[src/rtl/core/rcpc_pkg.sv]
package rcpc_pkg;

    localparam int CHANNELS = 4;

    localparam int WIDTH_W = 16;
    localparam int AGE_W   = 24;
    localparam int RECIP_W = 20;
    localparam int DEAD_W  = 15;
    localparam int NORM_W  = 16;
    localparam int PROD_W  = WIDTH_W + RECIP_W;
    localparam int CFG_W   = 24;
    localparam int INDEX_W = 3;

    localparam logic [WIDTH_W-1:0] COUNT_MAX = 16'hFFFF;
    localparam logic [AGE_W-1:0]   AGE_MAX   = 24'hFFFFFF;
    localparam logic [DEAD_W-1:0]  Q14_ONE   = 15'd16384;

    localparam logic [INDEX_W-1:0] REG_VALID_LOW   = 3'd0;
    localparam logic [INDEX_W-1:0] REG_VALID_HIGH  = 3'd1;
    localparam logic [INDEX_W-1:0] REG_NEUTRAL     = 3'd2;
    localparam logic [INDEX_W-1:0] REG_SPAN_RECIP  = 3'd3;
    localparam logic [INDEX_W-1:0] REG_DEADBAND    = 3'd4;
    localparam logic [INDEX_W-1:0] REG_TIMEOUT     = 3'd5;

    localparam logic [WIDTH_W-1:0] VALID_LOW_RST  = 16'd800;
    localparam logic [WIDTH_W-1:0] VALID_HIGH_RST = 16'd2200;
    localparam logic [WIDTH_W-1:0] NEUTRAL_RST    = 16'd1500;
    localparam logic [RECIP_W-1:0] SPAN_RECIP_RST = 20'd33554;
    localparam logic [DEAD_W-1:0]  DEADBAND_RST   = 15'd819;
    localparam logic [AGE_W-1:0]   TIMEOUT_RST    = 24'd100000;

    typedef struct packed {
        logic [WIDTH_W-1:0] valid_low_us;
        logic [WIDTH_W-1:0] valid_high_us;
        logic [WIDTH_W-1:0] neutral_us;
        logic [RECIP_W-1:0] span_reciprocal;
        logic [DEAD_W-1:0]  deadband_q14;
        logic [AGE_W-1:0]   timeout_us;
    } cfg_t;

endpackage

[src/rtl/core/rcpc_capture.sv]
module rcpc_capture (
    input  logic                              clk,
    input  logic                              rst_n,
    input  logic                              accept,
    input  logic                              level,
    input  rcpc_pkg::cfg_t                    cfg,
    output logic [rcpc_pkg::WIDTH_W-1:0]      held_s1,
    output logic                              fresh_s1
);
    import rcpc_pkg::*;

    logic               prev_reg;
    logic               prev_next;
    logic               rise_reg;
    logic               rise_next;
    logic [WIDTH_W-1:0] count_reg;
    logic [WIDTH_W-1:0] count_next;
    logic [WIDTH_W-1:0] held_reg;
    logic [WIDTH_W-1:0] held_next;
    logic [AGE_W-1:0]   age_reg;
    logic [AGE_W-1:0]   age_next;
    logic [WIDTH_W-1:0] held_s1_reg;
    logic               fresh_s1_reg;
    logic               taken;

    always_comb
    begin
        rise_next  = rise_reg;
        count_next = count_reg;
        held_next  = held_reg;
        taken      = 1'b0;
        if (level && !prev_reg)
        begin
            rise_next  = 1'b1;
            count_next = {{(WIDTH_W-1){1'b0}}, 1'b1};
        end
        else if (level)
        begin
            if (count_reg != COUNT_MAX)
            begin
                count_next = count_reg + 1'b1;
            end
        end
        else if (prev_reg && rise_reg)
        begin
            if (count_reg != COUNT_MAX && count_reg >= cfg.valid_low_us
                && count_reg <= cfg.valid_high_us)
            begin
                held_next = count_reg;
                taken     = 1'b1;
            end
            rise_next = 1'b0;
        end
        if (taken)
        begin
            age_next = '0;
        end
        else if (age_reg != AGE_MAX)
        begin
            age_next = age_reg + 1'b1;
        end
        else
        begin
            age_next = age_reg;
        end
        prev_next = level;
    end

    always_ff @(posedge clk or negedge rst_n)
    begin
        if (!rst_n)
        begin
            prev_reg  <= 1'b0;
            rise_reg  <= 1'b0;
            count_reg <= '0;
            held_reg  <= '0;
            age_reg   <= '0;
        end
        else if (accept)
        begin
            prev_reg  <= prev_next;
            rise_reg  <= rise_next;
            count_reg <= count_next;
            held_reg  <= held_next;
            age_reg   <= age_next;
        end
    end

    always_ff @(posedge clk)
    begin
        if (accept)
        begin
            held_s1_reg  <= held_next;
            fresh_s1_reg <= (held_next != '0) && (age_next < cfg.timeout_us);
        end
    end

    assign held_s1  = held_s1_reg;
    assign fresh_s1 = fresh_s1_reg;

endmodule

[config.mk]
export PLATFORM = sky130hd
export DESIGN_NAME = rcpc_capture
export DESIGN_NICKNAME = d
export VERILOG_FILES = /design/src/rtl/core/rcpc_pkg.sv /design/src/rtl/core/rcpc_capture.sv
export SDC_FILE = /design/constraint.sdc
export NUM_CORES = 1
export LEC_CHECK = 0
export ABC_CLOCK_PERIOD_IN_PS = 5470
export BUFFER_PORTS_ARGS = -buffer_cell sky130_fd_sc_hd__buf_2
export CORE_ASPECT_RATIO = 1.75
export CORE_MARGIN = 1
export CORE_UTILIZATION = 51
export DETAILED_ROUTE_END_ITERATION = 7
export GPL_ROUTABILITY_DRIVEN = 0
export PLACE_DENSITY = 0.77
export SLEW_MARGIN = 20
export SYNTH_ARGS = -nofsm -noshare
export SYNTH_HDL_FRONTEND = slang
export SYNTH_SLANG_ARGS = --single-unit
[constraint.sdc]
create_clock -name clk -period 5.47 [get_ports clk]
set_clock_uncertainty 0.1 [all_clocks]
set_input_delay 0 -clock clk [delete_from_list [all_inputs] [get_ports clk]]
set_output_delay 0 -clock clk [all_outputs]
set_load 0.02 [all_outputs]
== After elaboration in Yosys (flattened, before gate mapping) ==
Index checks and enable logic that the tools add are counted.

* Register bits after elaboration: 75
* Output and inout bits: 17
* Word-level logic and storage cells: 43

* Add/subtract/negate cells: 2
* Magnitude comparators: 3
* Eq/ne operators: 3
* Multiplexer cells: 16
* Reductions and logical operators: 12

{| class="wikitable"
|+ Operators by type and width
! kind !! number
|-
| $mux 16 || 7
|-
| $mux 24 || 2
|-
| $add 24x1->24 const B || 1
|-
| $lt 24x24->1 || 1
|-
| $ne 24x24->1 const B || 1
|-
| $add 16x1->16 const B || 1
|-
| $ge 16x16->1 || 1
|-
| $le 16x16->1 || 1
|-
| $ne 16x16->1 const B || 1
|-
| $reduce_bool 16->1 || 1
|-
| $mux 1 || 7
|-
| $reduce_and 3->1 || 2
|-
| $reduce_bool 2->1 || 3
|-
| $logic_and 1x1->1 || 5
|-
| $ne 2x1->1 const B || 1
|-
| $logic_not 1->1 || 1
|}

== Depth between registers and ports, before layout ==
* Depth after elaboration: 10
* Mapped depth: 17
* Depth with buffers taken out: 15

== Worst setup path before layout ==
No wires, ideal clock.

* Kind: register to register
* Start point: reg count_reg[9]
* End point: reg fresh_s1_reg (netlist: fresh_s1), data pin
* Setup time: 0.256 ns
* Arrival: 3.758 ns
* Slack: 1.356 ns
* Stages on the path, launching flop included: 16
* Buffers on the path: 2
* Period minus slack after synthesis: 4.114 ns
* Path through: dfrtp_1 ha_1 nand4_1 nor3_2 a2111oi_2 a2111oi_4 o21a_1 buf_2 buf_2 nor2_1 ha_1 o211a_1 a2111oi_0 or4_1 o31a_1 o211a_1

* Longest elaborated chain between the ends: 10

{| class="wikitable"
|+ Ends and longest elaborated chain
! item !! line !! RTL
|-
| from (decl) || rcpc_capture.sv:16 || <nowiki>logic [WIDTH_W-1:0] count_reg;</nowiki>
|-
| from (signal assigned) || rcpc_capture.sv:83 || <nowiki>count_reg <= count_next;</nowiki>
|-
| $ge 16x16->1 / $ne 16x16->1 (equally long branches) || rcpc_capture.sv:46 || <nowiki>if (count_reg != COUNT_MAX && count_reg >= cfg.valid_low_us</nowiki>
|-
| $logic_and 1x1->1 || rcpc_capture.sv:46 ||
|-
| $logic_and 1x1->1 * || rcpc_capture.sv:47 || <nowiki>&& count_reg <= cfg.valid_high_us)</nowiki>
|-
| $mux 1 * || rcpc_capture.sv:46 ||
|-
| $mux 1 * || rcpc_capture.sv:44 || <nowiki>else if (prev_reg && rise_reg)</nowiki>
|-
| $mux 1 * || rcpc_capture.sv:37 || <nowiki>else if (level)</nowiki>
|-
| $mux 1 * || rcpc_capture.sv:32 || <nowiki>if (level && !prev_reg)</nowiki>
|-
| $mux 24 * || rcpc_capture.sv:54 || <nowiki>if (taken)</nowiki>
|-
| net age_next[6] || rcpc_capture.sv:21 || <nowiki>logic [AGE_W-1:0] age_next;</nowiki>
|-
| $lt 24x24->1 * || rcpc_capture.sv:94 || <nowiki>fresh_s1_reg <= (held_next != '0) && (age_next < cfg.timeout_us);</nowiki>
|-
| $logic_and 1x1->1 * || rcpc_capture.sv:94 ||
|-
| to (signal assigned) || rcpc_capture.sv:94 ||
|-
| to (decl) || rcpc_capture.sv:23 || <nowiki>logic fresh_s1_reg;</nowiki>
|}

The timed path passes the listed nets; every way through them passes the cells marked *.
A chain may end at the register's enable or synchronous reset.

== Final worst setup path ==
* Start point: reg count_reg[14]
* End point: reg fresh_s1_reg (netlist: fresh_s1), data pin

The elaborated chain is that of the path after synthesis.

==> flow_metrics.py <==
metrics = {
    "setup_path": {
        "cp-start-kind": "flop",
        "max_stage_delay_ns": 0.82,
        "critPathArrivalTime_ns": 4.92,
        "crit_path_end_kind": "flop",
        "reg2reg_depth": 14,
        "r2r_start": "count_reg[14]$_DFFE_PN0P_",
        "crit_required_ns": 5.47,
        "slowest_stage": "nor4b_2",
        "reg2reg_setup_slack_ns": 0.55,
        "r2r_end": "fresh_s1$_DFFE_PP_",
        "crit_chain": "ha_1 -> a21oi_1 -> nand2_1 -> a21oi_1 -> nor4b_2 -> o21a_1 -> nor2_1 -> ha_1 -> and4_1 -> nand2_1 -> nor3_1 -> nand4_1 -> o31a_1 -> o211a_1",
        "critPathKind": "flop to flop",
        "worstPathMaxFanout": 13,
    },
    "sta": {
        "rsz0062_at_grt": "no",
        "relSlewSlack_pct": 26.70,
        "min_period_over_period_pct": 90.01,
        "fin_hold_ws_ns": 0.2338,
        "tightest_slew_ns": 1.097,
        "min_period_ns": 4.924,
        "finalSetupViolCount": 0,
        "hold_violations": 0,
        "max_freq_ghz": 0.2031,
        "slew_violations": 0,
        "setup_tns_ns": 0,
    },
    "global_route": {
        "grt_overflow": 0,
        "grtUsageTotal_pct": 24.29,
        "grt_pass1_wl_um": 21380,
        "grt_max_degree": 72,
        "grt_pass1_vias": 4637,
        "antenna_found_initial": 0,
    },
    "synthesis": {
        "synth-simple-area-share_pct": 19.19,
        "synth_fp_nets": 775,
        "synthAdderAreaFrac_pct": 12.60,
        "synth_ff_type": "dfrtp_1",
        "synth-xor-area-share_pct": 5.416,
        "synth_top_family_by_area": "simple AND/OR/NAND/NOR gates",
        "ys_seq_elements": 75,
        "avgSynthCellArea_um2": 9.325,
        "ys_warn_count": 0,
        "synth_area_mm2": 0.005660,
        "yosysSeqAreaShare_pct": 34.66,
        "ys_types": 64,
        "synthMuxAreaShare_pct": 10.34,
        "synth_edf_count": 17,
        "synth_compound_area_share_pct": 11.60,
        "syn_inst": 607,
        "ys_async_sr_fraction_pct": 77.33,
    },
    "route": {
        "avgViaCountPerCell": 5.749,
        "drt_iter0_drc": 229,
        "wl_per_cell_um": 15.66,
        "ant_nets": 0,
        "vias": 4697,
        "drc": 0,
        "first_pass_iters": 5,
        "routed_wl_um": 12800,
    },
    "floorplan": {
        "start_util_pct": 52.60,
        "die_width_um": 81.64,
        "core_mm2": 0.01076,
        "core.rowCount": 50,
        "die_y_um": 141.4,
        "die_area_mm2": 0.01154,
        "ios": 128,
    },
    "cells_and_area": {
        "final_cell_mix": "76 x buf_2, 63 x inv_1, 62 x nor2_1",
        "area_growth_pct": 14.85,
        "fin_area_mm2": 0.006501,
        "largest_reg_flops": 24,
        "layout-drive-gt1-share_pct": 21.98,
        "instances_no_fill": 817,
        "nFillCells": 917,
        "finalNetCount": 850,
        "antenna_cells": 0,
        "final_common_cell": "buf_2",
        "utilization_pct": 60.42,
    },
    "clocking": {
        "cts_resized": 0,
        "clk_path_buf_depth": 2,
        "ctsHoldBuffers": 2,
        "clk-insertion-delay-late_ns": 0.34,
        "cts_buffers": 9,
        "clock-sinks": 75,
        "cts_tree": "yes",
        "clk_pin_slew_ns": 0.06,
        "clock_tree.root_cell": "clkbuf_16",
        "ctsHtreeMaxLevel": 3,
        "post_cts_buffers": 0,
    },
    "placed_design": {
        "dp_hpwl_um": 9792,
        "placed_cell_area_mm2": 0.006165,
        "dpl.cell_count": 799,
        "io_buffers": 76,
    },
    "run": {
        "maxCapViolCount": 0,
    },
    "pwr": {
        "p_leak_uw": 0.003304,
        "peakVddDrop_mv": 0.1654,
        "power_density_mw_per_mm2": 235.5,
    },
    "outcome": {
        "status": "finished, final reports clean",
    },
    "hold_path": {
        "hp-class": "input pin to async pin",
    },
}
==> critical path: cells and delay by family, from the launching register on <==
family / cells / cell delay (ns)
flip-flops: 1 / 0.49
adder cells (fa/ha/maj): 2 / 0.68
AO/OA/AOI/OAI: 5 / 1.45
AND/OR/NAND/NOR: 7 / 1.93
==> cells in the mapped netlist, types with 3 or more instances <==
| cell type | instances | share of area (%) |
|---|---|---|
| and3_1 | 11 | 1.2 |
| xor2_1 | 19 | 2.9 |
| nand3_1 | 35 | 3.1 |
| and4_1 | 6 | 0.93 |
| ha_1 | 57 | 13 |
| o21ai_0 | 15 | 1.3 |
| nor3_1 | 3 | 0.27 |
| a21oi_1 | 30 | 2.7 |
| nor4_1 | 10 | 1.1 |
| o22ai_1 | 4 | 0.44 |
| mux2i_1 | 12 | 2.1 |
| mux2_2 | 16 | 3.2 |
| a21o_1 | 3 | 0.40 |
| mux2_4 | 19 | 5.0 |
| o21a_1 | 3 | 0.40 |
| a211oi_1 | 5 | 0.66 |
| nor3b_1 | 11 | 1.5 |
| inv_1 | 63 | 4.2 |
| and2_1 | 4 | 0.44 |
| nand2_1 | 38 | 2.5 |
| nor2_1 | 62 | 4.1 |
| nand4_1 | 15 | 1.7 |
| xnor2_1 | 16 | 2.5 |
| buf_2 | 7 | 0.62 |
| edfxtp_1 | 17 | 9.0 |
| a31oi_1 | 7 | 0.77 |
| dfrtp_1 | 58 | 26 |
| clkbuf_1 | 15 | 0.99 |
==> layer usage <==
metal,wire [µm],GRT usage [%]
met5,0,0
met4,526,14.31
met3,505,3.023
met2,6961,44.56
met1,4804,25.43
==> how the worst max path moves through the flow <==
stage | from | to
floorplan | count_reg[9]$_DFFE_PN0P_ | fresh_s1$_DFFE_PP_
global placement | count_reg[14]$_DFFE_PN0P_ | fresh_s1$_DFFE_PP_
detailed placement | count_reg[14]$_DFFE_PN0P_ | fresh_s1$_DFFE_PP_
CTS | count_reg[14]$_DFFE_PN0P_ | fresh_s1$_DFFE_PP_
global route | count_reg[14]$_DFFE_PN0P_ | fresh_s1$_DFFE_PP_
finish | count_reg[14]$_DFFE_PN0P_ | fresh_s1$_DFFE_PP_
==> power breakdown <==
part	internal, µW	switching [µW]
clock	361	244
combinational	121	151
sequential	602	52.1
==> stage by stage <==
| stage | power (µW) | setup WS (ns) |
|---|---|---|
| after floorplan | 841.1 | 1.356 |
| after global placement | 914.3 | 0.7796 |
| after detailed placement | 934.5 | 0.6474 |
| after CTS | 1547 | 0.6479 |
| after global routing | 1610 | 0.2273 |
| final | 1531 | 0.5463 |
==> final cells by class <==
class / count / area (µm²) / share of cell area (%)
Clock buffer: 9 / 225.2 / 3.464
Tap cell: 130 / 162.7 / 2.502
Multi-Input combinational cell: 445 / 3356 / 51.62
Timing Repair Buffer: 88 / 475.5 / 7.313
Sequential cell: 75 / 1962 / 30.18
Clock inverter: 7 / 83.83 / 1.289
Inverter: 63 / 236.5 / 3.637
==> logic make-up (layout without fill, tap and decap cells) <==
group                    after synthesis  in the layout
AND/OR/NAND/NOR                      211            211
AO/OA/AOI/OAI                         95             95
buffers and inverters                 87            167
flip-flops                            75             75
adder cells (fa/ha/maj)               57             57
multiplexers                          47             47
XOR/XNOR                              35             35
(Power assumes the default switching activity.)
