## src/rtl/core/rcpc_pkg.sv

```systemverilog
package rcpc_pkg;

    localparam int CHANNELS = 4;

    localparam int WIDTH_W = 16;
    localparam int AGE_W   = 24;
    localparam int RECIP_W = 20;
    localparam int DEAD_W  = 15;
    localparam int NORM_W  = 16;
    localparam int PROD_W  = WIDTH_W + RECIP_W;
    localparam int CFG_W   = 24;
    localparam int INDEX_W = 3;

    localparam logic [WIDTH_W-1:0] COUNT_MAX = 16'hFFFF;
    localparam logic [AGE_W-1:0]   AGE_MAX   = 24'hFFFFFF;
    localparam logic [DEAD_W-1:0]  Q14_ONE   = 15'd16384;

    localparam logic [INDEX_W-1:0] REG_VALID_LOW   = 3'd0;
    localparam logic [INDEX_W-1:0] REG_VALID_HIGH  = 3'd1;
    localparam logic [INDEX_W-1:0] REG_NEUTRAL     = 3'd2;
    localparam logic [INDEX_W-1:0] REG_SPAN_RECIP  = 3'd3;
    localparam logic [INDEX_W-1:0] REG_DEADBAND    = 3'd4;
    localparam logic [INDEX_W-1:0] REG_TIMEOUT     = 3'd5;

    localparam logic [WIDTH_W-1:0] VALID_LOW_RST  = 16'd800;
    localparam logic [WIDTH_W-1:0] VALID_HIGH_RST = 16'd2200;
    localparam logic [WIDTH_W-1:0] NEUTRAL_RST    = 16'd1500;
    localparam logic [RECIP_W-1:0] SPAN_RECIP_RST = 20'd33554;
    localparam logic [DEAD_W-1:0]  DEADBAND_RST   = 15'd819;
    localparam logic [AGE_W-1:0]   TIMEOUT_RST    = 24'd100000;

    typedef struct packed {
        logic [WIDTH_W-1:0] valid_low_us;
        logic [WIDTH_W-1:0] valid_high_us;
        logic [WIDTH_W-1:0] neutral_us;
        logic [RECIP_W-1:0] span_reciprocal;
        logic [DEAD_W-1:0]  deadband_q14;
        logic [AGE_W-1:0]   timeout_us;
    } cfg_t;

endpackage

```

## src/rtl/core/rcpc_norm.sv

```systemverilog
module rcpc_norm (
    input  logic                              clk,
    input  logic                              en,
    input  logic [rcpc_pkg::WIDTH_W-1:0]      held,
    input  rcpc_pkg::cfg_t                    cfg,
    output logic signed [rcpc_pkg::NORM_W-1:0] norm
);
    import rcpc_pkg::*;

    logic [WIDTH_W-1:0]       mag;
    logic                     neg;
    logic [PROD_W-1:0]        prod_reg;
    logic                     neg_reg;
    logic                     zero_reg;
    logic [PROD_W:0]          rounded;
    logic [PROD_W-10:0]       q_full;
    logic [DEAD_W-1:0]        q_clamp;
    logic signed [NORM_W-1:0] norm_next;
    logic signed [NORM_W-1:0] norm_reg;

    always_comb
    begin
        if (held >= cfg.neutral_us)
        begin
            mag = held - cfg.neutral_us;
            neg = 1'b0;
        end
        else
        begin
            mag = cfg.neutral_us - held;
            neg = 1'b1;
        end
    end

    always_ff @(posedge clk)
    begin
        if (en)
        begin
            prod_reg <= PROD_W'(mag) * PROD_W'(cfg.span_reciprocal);
            neg_reg  <= neg;
            zero_reg <= (held == '0);
        end
    end

    always_comb
    begin
        rounded = {1'b0, prod_reg} + (PROD_W+1)'(512);
        q_full  = rounded[PROD_W:10];
        if (q_full > (PROD_W-9)'(Q14_ONE))
        begin
            q_clamp = Q14_ONE;
        end
        else
        begin
            q_clamp = q_full[DEAD_W-1:0];
        end
        if (zero_reg || q_clamp < cfg.deadband_q14)
        begin
            norm_next = '0;
        end
        else if (neg_reg)
        begin
            norm_next = -$signed({1'b0, q_clamp});
        end
        else
        begin
            norm_next = $signed({1'b0, q_clamp});
        end
    end

    always_ff @(posedge clk)
    begin
        if (en)
        begin
            norm_reg <= norm_next;
        end
    end

    assign norm = norm_reg;

endmodule

```

## config.mk

```make
export PLATFORM = sky130hd
export DESIGN_NAME = rcpc_norm
export DESIGN_NICKNAME = d
export VERILOG_FILES = /design/src/rtl/core/rcpc_pkg.sv /design/src/rtl/core/rcpc_norm.sv
export SDC_FILE = /design/constraint.sdc
export NUM_CORES = 1
export LEC_CHECK = 0
export BUFFER_PORTS_ARGS = -buffer_cell sky130_fd_sc_hd__buf_2
export CAP_MARGIN = 15
export CORE_MARGIN = 10
export CORE_UTILIZATION = 50
export DETAILED_ROUTE_END_ITERATION = 7
export PLACE_DENSITY = 0.74
export SLEW_MARGIN = 20
export SYNTH_ARGS = -nofsm -noshare
export SYNTH_HDL_FRONTEND = slang
export SYNTH_SLANG_ARGS = --single-unit
export TNS_END_PERCENT = 50
```

## constraint.sdc

```tcl
create_clock -name clk -period 9.5 [get_ports clk]
set_input_delay 0.475 -clock clk [delete_from_list [all_inputs] [get_ports clk]]
set_output_delay 0.475 -clock clk [all_outputs]
set_load 0.05 [all_outputs]
```

* After elaboration in Yosys (flattened, before gate mapping)
Index checks and enable logic that the tools add are counted.
** Storage, ports and cells
- Input bits :: 125
- Memory bits (writable) :: 0
- Flip-flop bits (word level) :: 54
- Latch bits :: 0
- ROM bits :: 0
- Output and inout bits :: 16
- Memories kept :: 0
- Logic and storage cells :: 21
** Cells by class
- Add/subtract/negate cells :: 4
- Mux-type cells :: 4
- Reductions and logical operators :: 3
- Shift-type cells :: 0
- Div/mod/pow operators :: 0
- Multipliers :: 1
- Eq/ne operators :: 0
- Magnitude comparators :: 3
- Bitwise gates (word level) :: 1
** Operators with widths (number)
- $add 36x10->37 const B :: 1
- $mul 16x20->36 :: 1
- $sub 16x16->16 :: 2
- $mux 15 :: 2
- $gt 27x15->1 const B :: 1
- $ge 16x16->1 :: 1
- $logic_not 16->1 :: 1
- $mux 16 :: 1
- $neg 15->16 :: 1
- $lt 15x15->1 :: 1
- $reduce_or 2->1 :: 1
- $logic_or 1x1->1 :: 1
- $mux 1 :: 1
- $not 1->1 :: 1

* Logic depth before layout (Yosys ltp)
Gate-level depths: netlist of the first run.
- Word-level depth :: 6
- Gate-level depth with buffers :: 39

* Worst setup path after synthesis of the first run
OpenSTA, ideal clock, no wires.
- Path type :: in2reg
- Start :: in held[8] (netlist name)
- End :: reg prod_reg[35], data pin
- Setup time :: 0.260 ns
- Buffers on the path :: 5
- Path slack :: 0.782 ns
- Cell stages on the path :: 34
- Arrival time :: 8.458 ns
- Cells stage by stage :: inv_1 > ha_1 > buf_2 > and3_1 > clkbuf_1 > and3_1 > a32o_1 > nor2_1 > buf_2 > buf_2 > mux2i_1 > xnor2_1 > clkbuf_1 > nand2_1 > fa_1 > fa_1 > fa_1 > fa_1 > inv_1 > fa_1 > inv_1 > fa_1 > inv_1 > ha_1 > a21o_1 > a21o_1 > a21oi_1 > nand2_1 > nor4b_2 > nor4_1 > or3b_1 > o221ai_1 > o21bai_1 > xnor2_1
** On the way
- Word-level cells in the longest chain between the ends :: 3
** RTL lines
- start: declaration :: RTL line rcpc_norm.sv:4 : input logic [rcpc_pkg::WIDTH_W-1:0] held,
- $sub 16x16->16 (tied with other cells) :: RTL line rcpc_norm.sv:30 : mag = cfg.neutral_us - held;
- $mux 16 * :: RTL line rcpc_norm.sv:23 : if (held >= cfg.neutral_us)
- $mul 16x20->36 * :: RTL line rcpc_norm.sv:39 : prod_reg <= PROD_W'(mag) * PROD_W'(cfg.span_reciprocal);
- end signal: assignment :: RTL line rcpc_norm.sv:39
- end: declaration :: RTL line rcpc_norm.sv:12 : logic [PROD_W-1:0] prod_reg;
Every way passes the cells marked *; elsewhere a longest branch is shown, timed or not.
A chain may end at the register's enable or synchronous reset.

* Worst setup path after layout of the first run
- Start :: in held[0] (netlist name)
- End :: reg prod_reg[35], data pin
Same word-level chain as after synthesis.

==> impl_metrics.json, run 1 <==
{
  "status": "complete, no violations",
  "drt_iter0_markers": 749,
  "die_w_um": 194,
  "final_common_cell": "inv_1",
  "drive_gt1_frac": 0.0833,
  "rows": 63,
  "clockBufferDepth": 2,
  "via_count": 12000,
  "clock_latency_ns": 0.29,
  "cp.buffers_inverters": 9,
  "synth.net_count": 2295,
  "antenna_found_initial": 0,
  "max_slew_margin": 0.302,
  "min-delay-start": "held[6]",
  "filler_cell_count": 2703,
  "syn_to_final_growth_pct": 7.05,
  "io_buffers": 84,
  "arrival_ns": 9.01,
  "postCtsSetupBuffers": 0,
  "clk_pin_slew_ns": 0.07,
  "start_util": 0.509,
  "finalHoldViolCount": 0,
  "start_kind": "input pin",
  "grt_overflow_total": 0,
  "grt_pass1_vias": 12900,
  "cp-end-kind": "register",
  "slowest_stage": "xnor2_1",
  "worst_slew_pin_slew_ns": 1.04,
  "skew_ns": 0.00363,
  "io_pins": 141,
  "clock_sinks": 45,
  "wirelength_mm": 36.2,
  "setup_tns_ns": 0,
  "critPathMostFrequentCell": "fa_1",
  "dr.pass1.iters": 8,
  "cts_tree": "yes",
  "multi_input_area_sq_mm": 0.0123,
  "synth_seq_cells": 45,
  "fp.dieArea_sq_mm": 0.0377,
  "die_h_um": 194,
  "syn_area_per_cell_sq_um": 8.59,
  "place.gp.congestion": 0.900,
  "h-tree-depth": 2,
  "synth_edf_count": 45,
  "maxCapViolCount": 0,
  "timing.rr.start": "prod_reg[10]",
  "final_cell_area_sq_mm": 0.0162,
  "critical_path.max_fanout": 8,
  "fin_hold_ws_ns": 0.764,
  "dp_hpwl_mm": 29.9,
  "largest_reg_flops": 27,
  "syn_inst": 1767,
  "grt_pass1_wl_mm": 62.3,
  "core_area_sq_mm": 0.0298,
  "cts_buffers": 5,
  "grt_max_degree": 46,
  "hold_class": "in2reg",
  "ant_nets": 0,
  "ys_warn_count": 0,
  "viasPerCell": 5.44,
  "yosysSeqAreaShare": 0.0890,
  "finalCritPeriodShare": 0.944,
  "worstReg2RegEnd": "norm[11]",
  "cp_top_family": "adder cells",
  "synth_area_sq_mm": 0.0152,
  "fmax_ghz": 0.111,
  "post_drt_wl_per_cell_um": 16.4,
  "rrSetupSlack_ns": 4.20,
  "layout.cells.most_common_list": "inv_1 (349), fa_1 (251), nand2_1 (224), ha_1 (152), and2_1 (117)",
  "whs_endpoint": "zero_reg",
  "required_ns": 9.54,
  "n_antenna_cell": 0,
  "synth-async-reset-ratio": 0,
  "slew_viol_final": 0,
  "fin_util": 0.545,
  "ys_types": 69,
  "fin_crit_ns": 8.97,
  "synth_ff_type": "edfxtp_1",
  "nNetsFinal": 2339,
  "ff_latch_area_sq_mm": 0.00135,
  "cts_root_buf": "clkbuf_16",
  "crit_path_max_incr_delay_ns": 0.80,
  "drc": 0,
  "setup_viol": 0,
  "reg2regPathDepth": 19,
  "grtUsageTotal": 0.194,
  "holdPathStages": 3,
  "crit_type": "in2reg",
  "placed_area_sq_mm": 0.0160
}
-- per-stage QoR --
stage,setup WS [ns],cells
2_1_floorplan,0.782,1767
3_3_place_gp,0.243,2194
3_5_place_dp,0.155,2194
4_1_cts,0.461,2202
5_1_grt,-0.0315,2202
6_report,0.530,2202
-- metal layers --
layer	part of all wire	vias up	GRT usage
met5	0	-	0
met1	0.44	5918	0.260
met4	0.021	0	0.0457
li1	-	5645	-
met3	0.054	55	0.0176
met2	0.48	369	0.330
-- how the worst max path moves through the flow --
stage / end / slack [ns] / start / depth (start not counted)
2_1_floorplan: prod_reg[35] / 0.78 / held[8] / 34
5_1_grt: prod_reg[35] / -0.03 / held[0] / 36
4_1_cts: prod_reg[35] / 0.46 / held[0] / 33
6_report: prod_reg[35] / 0.53 / held[0] / 35
3_3_place_gp: prod_reg[35] / 0.24 / held[0] / 33
3_5_place_dp: prod_reg[35] / 0.16 / held[0] / 33
-- layout make-up --
| class | instances | area share |
|---|---|---|
| Timing Repair Buffer | 116 | 0.0414 |
| Inverter | 349 | 0.0806 |
| Sequential cell | 45 | 0.0832 |
| Clock buffer | 5 | 0.00770 |
| Tap cell | 390 | 0.0300 |
| Clock inverter | 3 | 0.00293 |
| Multi-Input combinational cell | 1294 | 0.754 |
-- cell usage after synthesis (3+ instances only) --
| cell type | n | area [sq um] |
|---|---|---|
| nand2_1 | 224 | 841 |
| xor2_1 | 23 | 201 |
| and2b_1 | 3 | 22.5 |
| mux2_2 | 11 | 124 |
| nand2b_1 | 42 | 263 |
| edfxtp_1 | 45 | 1350 |
| a21o_1 | 36 | 270 |
| o21a_1 | 7 | 52.6 |
| buf_2 | 9 | 45.0 |
| nor2b_1 | 39 | 244 |
| a21boi_0 | 5 | 37.5 |
| nor3_1 | 17 | 85.1 |
| mux2i_1 | 17 | 170 |
| o21bai_1 | 10 | 75.1 |
| ha_1 | 152 | 1900 |
| a31oi_1 | 7 | 43.8 |
| and3_1 | 14 | 87.6 |
| o21ai_1 | 4 | 20.0 |
| xnor2_1 | 42 | 368 |
| nand4_1 | 22 | 138 |
| fa_1 | 251 | 5020 |
| nand3_1 | 23 | 115 |
| nor4_1 | 6 | 37.5 |
| clkbuf_1 | 66 | 248 |
| a2111oi_0 | 3 | 26.3 |
| and2_1 | 117 | 732 |
| o21ai_0 | 43 | 215 |
| a221oi_1 | 4 | 35.0 |
| o31ai_1 | 9 | 67.6 |
| nor2_1 | 48 | 180 |
| a21oi_1 | 59 | 295 |
| inv_1 | 349 | 1310 |
| and4_1 | 6 | 52.6 |
| o221ai_1 | 4 | 35.0 |
| o211ai_1 | 5 | 37.5 |
| a211oi_1 | 4 | 30.0 |
-- cell families after synthesis --
kind of cell | count (synthesis) | share of synthesized area
xor gates and xnor gates | 65 | 0.0375
adders and majority gates | 403 | 0.456
buffers and inverters | 428 | 0.107
muxes | 29 | 0.0201
DFF | 45 | 0.0890
AOI/OAI and AO/OA | 224 | 0.0972
and+or+nand+nor | 573 | 0.193
-- worst min-delay path, cell delays in order --
cell    delay (ns)
buf_2         0.10
nor4_1        0.05
and4_1        0.23
-- what timing repair did --
action                     in CTS  in global routing
setup endpoints to repair       0                  4
hold buffers                    0                  0
gates resized for setup         0                  6
Power of run 1 is left out: the tool's default activity adds up to more than one toggle a clock period on the data nets, which glitch-free logic cannot reach.
==> run 2, diff against run 1 <==
--- a/config.mk
+++ b/config.mk
@@ -5,12 +5,14 @@
 export SDC_FILE = /design/constraint.sdc
 export NUM_CORES = 1
 export LEC_CHECK = 0
-export BUFFER_PORTS_ARGS = -buffer_cell sky130_fd_sc_hd__buf_2
+export BUFFER_PORTS_ARGS = -buffer_cell sky130_fd_sc_hd__buf_4
 export CAP_MARGIN = 15
+export CELL_PAD_IN_SITES_DETAIL_PLACEMENT = 1
+export CELL_PAD_IN_SITES_GLOBAL_PLACEMENT = 2
 export CORE_MARGIN = 10
-export CORE_UTILIZATION = 50
+export CORE_UTILIZATION = 39
 export DETAILED_ROUTE_END_ITERATION = 7
-export PLACE_DENSITY = 0.74
+export PLACE_DENSITY = 0.9
 export SLEW_MARGIN = 20
 export SYNTH_ARGS = -nofsm -noshare
 export SYNTH_HDL_FRONTEND = slang
==> constraint.sdc (replaced) <==
create_clock -name clk -period 10 [get_ports clk]
set_input_delay 0.5 -clock clk [delete_from_list [all_inputs] [get_ports clk]]
set_output_delay 0.5 -clock clk [all_outputs]
set_load 0.05 [all_outputs]
==> run 2 against run 1 <==
Register-to-register slack better by 0.43 ns. Global-route usage is 1.5 points lower. Hold slack worse by 0.045 ns. Non-clock buffer count fell by 2. Critical path type unchanged. Critical endpoint unchanged.
==> impl_metrics.json, run 2 (same netlist as run 1, synthesis figures left out) <==
{
  "die_h_um": 217,
  "layout.cells.most_common_list": "inv_1 (349), fa_1 (251), nand2_1 (224), ha_1 (152), and2_1 (117)",
  "clk_pin_slew_ns": 0.07,
  "rows": 72,
  "dr.pass1.iters": 4,
  "slew_viol_final": 0,
  "fin_crit_ns": 9.41,
  "io_buffers": 84,
  "io_pins": 141,
  "grt_setup_unrepaired": "no",
  "grtUsageTotal": 0.179,
  "status": "complete, no violations",
  "start_kind": "input pin",
  "multi_input_area_sq_mm": 0.0122,
  "maxCapViolCount": 0,
  "clockBufferDepth": 2,
  "skew_ns": 0.00223,
  "fp.dieArea_sq_mm": 0.0472,
  "arrival_ns": 9.45,
  "required_ns": 10.04,
  "core_area_sq_mm": 0.0386,
  "start_util": 0.394,
  "grt_overflow_total": 0,
  "setup_tns_ns": 0,
  "slowest_stage": "fa_1",
  "wirelength_mm": 41.5,
  "cts_root_buf": "clkbuf_16",
  "grt_pass1_vias": 13800,
  "setup_viol": 0,
  "drt_iter0_markers": 470,
  "final_common_cell": "inv_1",
  "via_count": 12100,
  "crit_path_max_incr_delay_ns": 0.57,
  "place.gp.congestion": 0.848,
  "drc": 0,
  "largest_reg_flops": 27,
  "grt_max_degree": 46,
  "finalHoldViolCount": 0,
  "clock_latency_ns": 0.29,
  "crit_type": "in2reg",
  "finalCritPeriodShare": 0.941,
  "hold_class": "in2reg",
  "cts_buffers": 5,
  "ff_latch_area_sq_mm": 0.00135,
  "die_w_um": 217,
  "viasPerCell": 5.19,
  "fin_hold_ws_ns": 0.719,
  "final_cell_area_sq_mm": 0.0166,
  "drive_gt1_frac": 0.0807,
  "n_antenna_cell": 0,
  "post_drt_wl_per_cell_um": 17.8,
  "dp_hpwl_mm": 34.7,
  "fmax_ghz": 0.106,
  "ant_nets": 0,
  "clock_sinks": 45,
  "worst_slew_pin_slew_ns": 0.995,
  "grt_pass1_wl_mm": 69.8,
  "syn_to_final_growth_pct": 9.08,
  "filler_cell_count": 4685,
  "placed_area_sq_mm": 0.0164,
  "h-tree-depth": 2,
  "critical_path.max_fanout": 20,
  "antenna_found_initial": 0,
  "nNetsFinal": 2337,
  "max_slew_margin": 0.332,
  "critPathMostFrequentCell": "fa_1",
  "cp-end-kind": "register",
  "cts_tree": "yes"
}
[run 2: final timing paths]
kind	startpoint	end	slack [ns]	cells after the start
setup / recovery	held[0]	prod_reg[35]	0.59	36
hold / removal	en	norm[1]	0.72	1
setup reg to reg	prod_reg[10]	norm[1]	4.63	19
hold reg to reg	prod_reg[9]	norm[0]	1.00	3
[run 2: worst max-delay path: cells and delay by family]
kind / cells / cell delay (ns)
adder cells (fa/ha/maj): 9 / 4.06
AO/OA/AOI/OAI: 12 / 2.35
buffers and inverters: 8 / 1.01
AND/OR/NAND/NOR: 4 / 0.86
multiplexers: 1 / 0.35
XOR/XNOR: 2 / 0.31
[run 2: cell type report]
class,count,area share
clock buffer,5,0.00756
clock inverter,3,0.00174
inverter,349,0.0791
multi-input combinational,1294,0.739
sequential,45,0.0816
tap,518,0.0392
timing repair buffer,114,0.0517
[run 2: metal layers]
layer,wire [um],track usage,vias up
li1,-,-,5633
met2,21000,0.323,179
met5,0,0,-
met3,1100,0.0147,37
met1,19000,0.231,6243
met4,456,0.0280,0
[run 2: timing repair]
item | 4_1_cts | 5_1_grt
endpoints found under the setup margin | 0 | 2
hold buffers | 0 | 0
resized for setup | 0 | 3
buffers inserted | 0 | 0
hold endpoints to repair | 0 | 0
[run 2: per-stage QoR]
step | util | setup slack, ns | cells
floorplan | - | 1.26 | 1767
global placement | 0.425 | 0.347 | 2320
detailed placement | 0.425 | 0.148 | 2320
CTS | 0.429 | 0.444 | 2328
global route | 0.429 | 0.111 | 2328
finish | 0.429 | 0.593 | 2328
Power of run 2 is left out for the same reason.
